File: src/rtl/core/qss_pkg.sv
`timescale 1ns / 1ps
`default_nettype none
// ----------------------------------------------------------------------------
// qss_pkg
// Shared types and constants of the quad scanline span block.
// ----------------------------------------------------------------------------
package qss_pkg;
	localparam int FRAC_BITS  = 8;
	localparam int CW         = 24;  // corner coordinate width
	localparam int RW         = 12;  // row / column width
	localparam int QBITS      = 12;  // quotient bits produced by the divider
	localparam int NUM_W      = 52;  // crossing numerator
	localparam int DD_W       = 25 + FRAC_BITS;  // divisor |dy| << FRAC_BITS
	localparam int REM_W      = DD_W + QBITS + 1;
	localparam int EDGE_STG   = 4;
	localparam int NSTAGE     = EDGE_STG + QBITS + 1;

	typedef enum logic [2:0] {
		REG_C0X = 3'd0, REG_C0Y = 3'd1, REG_C1X = 3'd2, REG_C1Y = 3'd3,
		REG_C2X = 3'd4, REG_C2Y = 3'd5, REG_C3X = 3'd6, REG_C3Y = 3'd7
	} cfg_idx_t;

	// edge front end to divider lane
	typedef struct packed {
		logic             hit;
		logic             neg;
		logic             sat;
		logic [REM_W-1:0] rem;
		logic [DD_W-1:0]  dd;
	} div_in_t;

	// divider lane result
	typedef struct packed {
		logic             hit;
		logic             neg;
		logic             sat;
		logic             nz;
		logic [QBITS-1:0] q;
	} edge_res_t;
endpackage
`default_nettype wire

File: src/rtl/core/qss_edge.sv
`timescale 1ns / 1ps
`default_nettype none
// ----------------------------------------------------------------------------
// qss_edge
// Front end of one edge: row test, crossing numerator and divisor.
// ----------------------------------------------------------------------------
module qss_edge
	import qss_pkg::*;
(
	input  wire logic                 clk,
	input  wire logic [EDGE_STG-1:0]  en,
	input  wire logic signed [CW-1:0] x1,
	input  wire logic signed [CW-1:0] y1,
	input  wire logic signed [CW-1:0] x2,
	input  wire logic signed [CW-1:0] y2,
	input  wire logic [RW-1:0]        row,
	output div_in_t                   dout
);
	logic signed [25:0] rf;
	logic               hit_c;

	logic               hit_s1;
	logic signed [23:0] x1_s1;
	logic signed [24:0] dy_s1;
	logic signed [24:0] dx_s1;
	logic signed [25:0] ry_s1;

	logic               hit_s2;
	logic               dyneg_s2;
	logic [24:0]        dyabs_s2;
	logic signed [48:0] p1_s2;
	logic signed [50:0] p2_s2;

	logic               hit_s3;
	logic signed [NUM_W-1:0] num_s3;
	logic [DD_W-1:0]    dd_s3;
	logic signed [NUM_W-1:0] sum;

	assign rf = $signed({6'b0, row, {FRAC_BITS{1'b0}}});
	assign hit_c = (y1 != y2) &&
		((y1 <= rf && rf <= y2) || (y1 >= rf && rf >= y2));
	assign sum = p1_s2 + p2_s2;

	always_ff @(posedge clk) begin
		if (en[0]) begin
			hit_s1 <= hit_c;
			x1_s1  <= x1;
			dy_s1  <= y2 - y1;
			dx_s1  <= x2 - x1;
			ry_s1  <= rf - y1;
		end
		if (en[1]) begin
			hit_s2   <= hit_s1;
			dyneg_s2 <= dy_s1[24];
			dyabs_s2 <= dy_s1[24] ? 25'(-dy_s1) : 25'(dy_s1);
			p1_s2    <= x1_s1 * dy_s1;
			p2_s2    <= ry_s1 * dx_s1;
		end
		if (en[2]) begin
			hit_s3 <= hit_s2;
			num_s3 <= dyneg_s2 ? -sum : sum;
			dd_s3  <= {dyabs_s2, {FRAC_BITS{1'b0}}};
		end
		if (en[3]) begin
			dout.hit <= hit_s3;
			dout.neg <= num_s3[NUM_W-1];
			// quotient of 2^QBITS or more clamps anyway
			dout.sat <= !num_s3[NUM_W-1] &&
				(num_s3[NUM_W-2:0] >= {{(NUM_W-1-DD_W-QBITS){1'b0}}, dd_s3, {QBITS{1'b0}}});
			dout.rem <= num_s3[REM_W-1:0];
			dout.dd  <= dd_s3;
		end
	end
endmodule
`default_nettype wire

File: config.mk
export PLATFORM = sky130hd
export DESIGN_NAME = qss_edge
export DESIGN_NICKNAME = d
export VERILOG_FILES = /design/src/rtl/core/qss_pkg.sv /design/src/rtl/core/qss_edge.sv
export SDC_FILE = /design/constraint.sdc
export NUM_CORES = 2
export LEC_CHECK = 0
export ABC_AREA = 1
export ABC_CLOCK_PERIOD_IN_PS = 10300
export CELL_PAD_IN_SITES_DETAIL_PLACEMENT = 2
export CELL_PAD_IN_SITES_GLOBAL_PLACEMENT = 2
export CORE_ASPECT_RATIO = 2
export CORE_MARGIN = 3
export CORE_UTILIZATION = 45
export CTS_BUF_LIST = sky130_fd_sc_hd__clkbuf_8
export DETAILED_ROUTE_END_ITERATION = 10
export DONT_BUFFER_PORTS = 1
export PLACE_DENSITY = 0.95
export SYNTH_ARGS = -nofsm -noshare
export SYNTH_HDL_FRONTEND = slang
export SYNTH_SLANG_ARGS = --single-unit
export TNS_END_PERCENT = 1
File: constraint.sdc
create_clock -name clk -period 10.3 [get_ports clk]
set_clock_uncertainty 0.15 [all_clocks]
set_input_delay 2.575 -clock clk [delete_from_list [all_inputs] [get_ports clk]]
set_output_delay 2.575 -clock clk [all_outputs]
set_load 0.02 [all_outputs]
==> results of run 1 <==
-- per-stage QoR --
stage / setup WS, ns / utilization
after CTS: 1.12 / 0.475
after detailed placement: 1.48 / 0.466
after global placement: 1.79 / 0.466
after floorplan: 3.30 / -
-- cell families after synthesis --
kind of cell | after synthesis | share of synthesized area
AND/OR/NAND/NOR | 2752 | 0.162
buffers and inverters | 2685 | 0.147
adder cells (fa/ha/maj) | 1717 | 0.453
AO/OA/AOI/OAI | 498 | 0.0401
flip-flops | 378 | 0.165
XOR/XNOR | 255 | 0.0327
other | 1 | 0.0000545
-- metal layers --
metal,overflow,global-route usage
met2,40,0.856
met5,0,0.0682
met1,0,0.580
met4,54,0.708
met3,1,0.355
==> results.toml, run 1 <==
[floorplan]
num_rows = 202
die_height_um = 559
top_level_ports = 195
die_x_um = 282
initial_core_util = 0.453

[placed_design]
placer_congestion_estimate = 0.961
placed_cell_area_um2 = 70700
dp_hpwl_mm = 300
place.port_buffers = 0
numPlacedInstances = 10000

[synthesis]
post_synth_inst_count = 8286
syn_area_per_cell_um2 = 8.30
synth_largest_area_cell = "fa_1"
yosys.area.top_type_share = 0.376
syn_area_um2 = 68800
most_common_cell_in_the_netlist = "inv_1"
synth_top_flop_cell = "edfxtp_1"
post_synth_most_frequent_cells = "2355 x inv_1, 2085 x nand2_1, 1290 x fa_1, 427 x ha_1, 378 x edfxtp_1"
synth_enable_flop_cells = 378
ys_async_sr_fraction = 0
synth.area.top_cells = "fa_1 38%, edfxtp_1 17%, inv_1 13%"
synth.lib_cells_used.distinct = 54
ys_ff_latch = 378
synth.yosys.warnings = 0
yosysSeqAreaShare = 0.165

[global_route]
grt-ovfl-total = 95
grt_usage = 0.614
grt_pass1_vias = 84600
grt_max_degree = 127
grt_pass1_wl_mm = 672

[status]
failed_stage = "global routing (5_1_grt)"
run_status = "stopped before the end"
flow.first_error = "[ERROR GRT-0116] Global routing finished with congestion. Check the congestion regions in the DRC Viewer."

[cts]
cts_repair_resize_count = 0
hold_buffer_count_at_cts = 0
total_number_of_h_tree_levels = 3
postCtsSetupRepairBufs = 0
root_buffer = "clkbuf_8"
tritoncts_buffer_count = 66
cts-root-to-sink-buffers = 3
cts_num_sinks = 378
==> run 2, diff against run 1 <==
Settings changed: CELL_PAD_IN_SITES_DETAIL_PLACEMENT 2 to default, CELL_PAD_IN_SITES_GLOBAL_PLACEMENT 2 to default, CORE_ASPECT_RATIO 2 to default, CORE_UTILIZATION 45 to 36, CTS_BUF_LIST sky130_fd_sc_hd__clkbuf_8 to default, PLACE_DENSITY 0.95 to default, PLACE_DENSITY_LB_ADDON from default to 0.15.
==> results.toml, run 2 <==
[cts]
cts_num_sinks = 378
clock_transition_at_the_register_clock_pins_on_the_worst_setup_and_hold_paths_after_cts_ns = 0.07
cts_repair_resize_count = 0
hold_buffer_count_at_cts = 0
total_number_of_h_tree_levels = 2
root_buffer = "clkbuf_16"
postCtsSetupRepairBufs = 0
tritoncts_buffer_count = 48
cts-root-to-sink-buffers = 3
tritoncts = "built"
clock_insertion_delay_worst_skew_ns = 0.67

[floorplan]
fp.coreArea_um2 = 189000
die_height_um = 443
initial_core_util = 0.364
die_x_um = 443
die_area_um2 = 196000
num_rows = 159
top_level_ports = 195

[final_layout]
drive_above_1_share = 0.0337
area_used_by_multi_input_combinational_logic_um2 = 47300
fin_area_um2 = 73100
fin_nets = 9956
syn_to_final_growth_pct = 6.36
flip_flop_count_of_the_largest_register_after_layout = 74
top_reg_by_flops = "dout"
mostFrequentLayoutCells = "2355 x inv_1, 2085 x nand2_1, 1290 x fa_1, 427 x ha_1, 378 x edfxtp_1"
mostFrequentLayoutCell = "inv_1"
reg_top3 = "dout: 74 flops, num_s3: 52 flops, p2_s2: 50 flops"
number_of_fill_cells = 19300
ff_latch_area_um2 = 11400

[synthesis]
synth.yosys.warnings = 0
yosys.area.top_type_share = 0.376
ys_async_sr_fraction = 0
synth_top_flop_cell = "edfxtp_1"
synth.area.top_cells = "fa_1 38%, edfxtp_1 17%, inv_1 13%"
yosysSeqAreaShare = 0.165
syn_area_um2 = 68800
synth_enable_flop_cells = 378
syn_area_per_cell_um2 = 8.30
synth.lib_cells_used.distinct = 54
post_synth_inst_count = 8286
synth_largest_area_cell = "fa_1"
most_common_cell_in_the_netlist = "inv_1"
ys_ff_latch = 378
post_synth_most_frequent_cells = "2355 x inv_1, 2085 x nand2_1, 1290 x fa_1, 427 x ha_1, 378 x edfxtp_1"

[route]
routed_wire_length_mm = 212
drt_first_pass_iters = 8
post_drt_via_cell_ratio = 4.78
route.detailed.drc = 0
drt.antenna.violating_nets = 0
wire_per_inst_um = 19.9
detailedRoute.firstIterationViolations = 3494
dr_total_vias = 51000

[sta]
final_cycle_share = 0.792
timing.final.ws_setup_ns = 2.14
period_minus_slack_ns = 8.16
timing.hold.ws_ns = 0.262
finalMaxSlewViolations = 0
normalized_max_slew_margin = 0.177
timing_hold_violations_final = 0
tns_ns = 0
grt_setup_unrepaired = "no"
report.final.setup_viol = 0
tightest_slew_ns = 1.23
fmaxAchievable_mhz = 123

[global_route]
grt_max_degree = 127
grt_pass1_wl_mm = 328
grt_pass1_vias = 53400
grt_usage = 0.218
initial_antenna_violation_count = 19
grt-ovfl-total = 0

[placed_design]
placer_congestion_estimate = 0.914
dp_slack_ns = 2.12
dp_hpwl_mm = 179
place.port_buffers = 0
placed_cell_area_um2 = 71400

[setup_path]
crit_path_end_kind = "register"
timing.reg2reg.setup_slack_ns = 2.14
critPathMaxFanout = 25
worst-setup-path-type = "register to register"
cp-start-kind = "register"
cp_data_required_time_ns = 10.50
worstPathArrival_ns = 8.35

[hold_path]
min-delay-path-class = "register to register"

[status]
run_status = "complete, no violations"

[run]
drv_cap = 0
## run 2: layout make-up
| cell class | count | area share |
|---|---|---|
| flip-flops and latches | 378 | 0.155 |
| clock inverters | 36 | 0.00624 |
| multi-input cells | 5230 | 0.647 |
| well taps | 2495 | 0.0427 |
| clock buffers | 54 | 0.0167 |
| inverters | 2370 | 0.122 |
| repair buffers | 98 | 0.0101 |
| diodes | 11 | 0.000376 |
## run 2: final timing paths
kind / start / to / cells after the start
min: dyabs_s2[7]$_DFFE_PP_ / dd_s3[15]$_DFFE_PP_ / 0
max reg2reg: dx_s1[2]$_DFFE_PP_ / p2_s2[42]$_DFFE_PP_ / 17
min reg2reg: dyabs_s2[7]$_DFFE_PP_ / dd_s3[15]$_DFFE_PP_ / 0
max: dx_s1[2]$_DFFE_PP_ / p2_s2[42]$_DFFE_PP_ / 17
## run 2: layer usage
| layer | vias up | wire (um) | global-route usage |
|---|---|---|---|
| met3 | 231 | 11800 | 0.0301 |
| met5 | - | 0 | 0.000977 |
| met4 | 0 | 5240 | 0.0470 |
| met1 | 25600 | 98500 | 0.313 |
| li1 | 23800 | - | - |
| met2 | 1433 | 96500 | 0.349 |
## run 2: cells by family after synthesis
family	share of synthesized area
and+or+nand+nor	0.162
DFF	0.165
other	0.0000545
AOI/OAI and AO/OA	0.0401
adders and majority gates	0.453
xor gates and xnor gates	0.0327
buffers and inverters	0.147
## run 2: through the flow
step	util	instances
2_1_floorplan	-	8293
3_5_place_dp	0.378	10600
5_1_grt	0.387	10700
4_1_cts	0.387	10700
6_report	0.387	10700
3_3_place_gp	0.378	10600
## run 2: worst max-delay path: stages, from the launching register on
cell and delay, ns:
edfxtp_1 1.12, nand2_1 0.14, inv_1 0.15, fa_1 0.59
fa_1 0.70, inv_1 0.20, fa_1 0.50, inv_1 0.42
fa_1 0.54, fa_1 0.56, fa_1 0.43, fa_1 0.46
ha_1 0.40, nand2_1 0.12, nor2_1 0.28, nand2_1 0.12
o41ai_1 0.68, xor2_1 0.27
Power of run 2 is not shown: default switching activity piles up to over one toggle a cycle in this logic, so the estimate is an artifact.
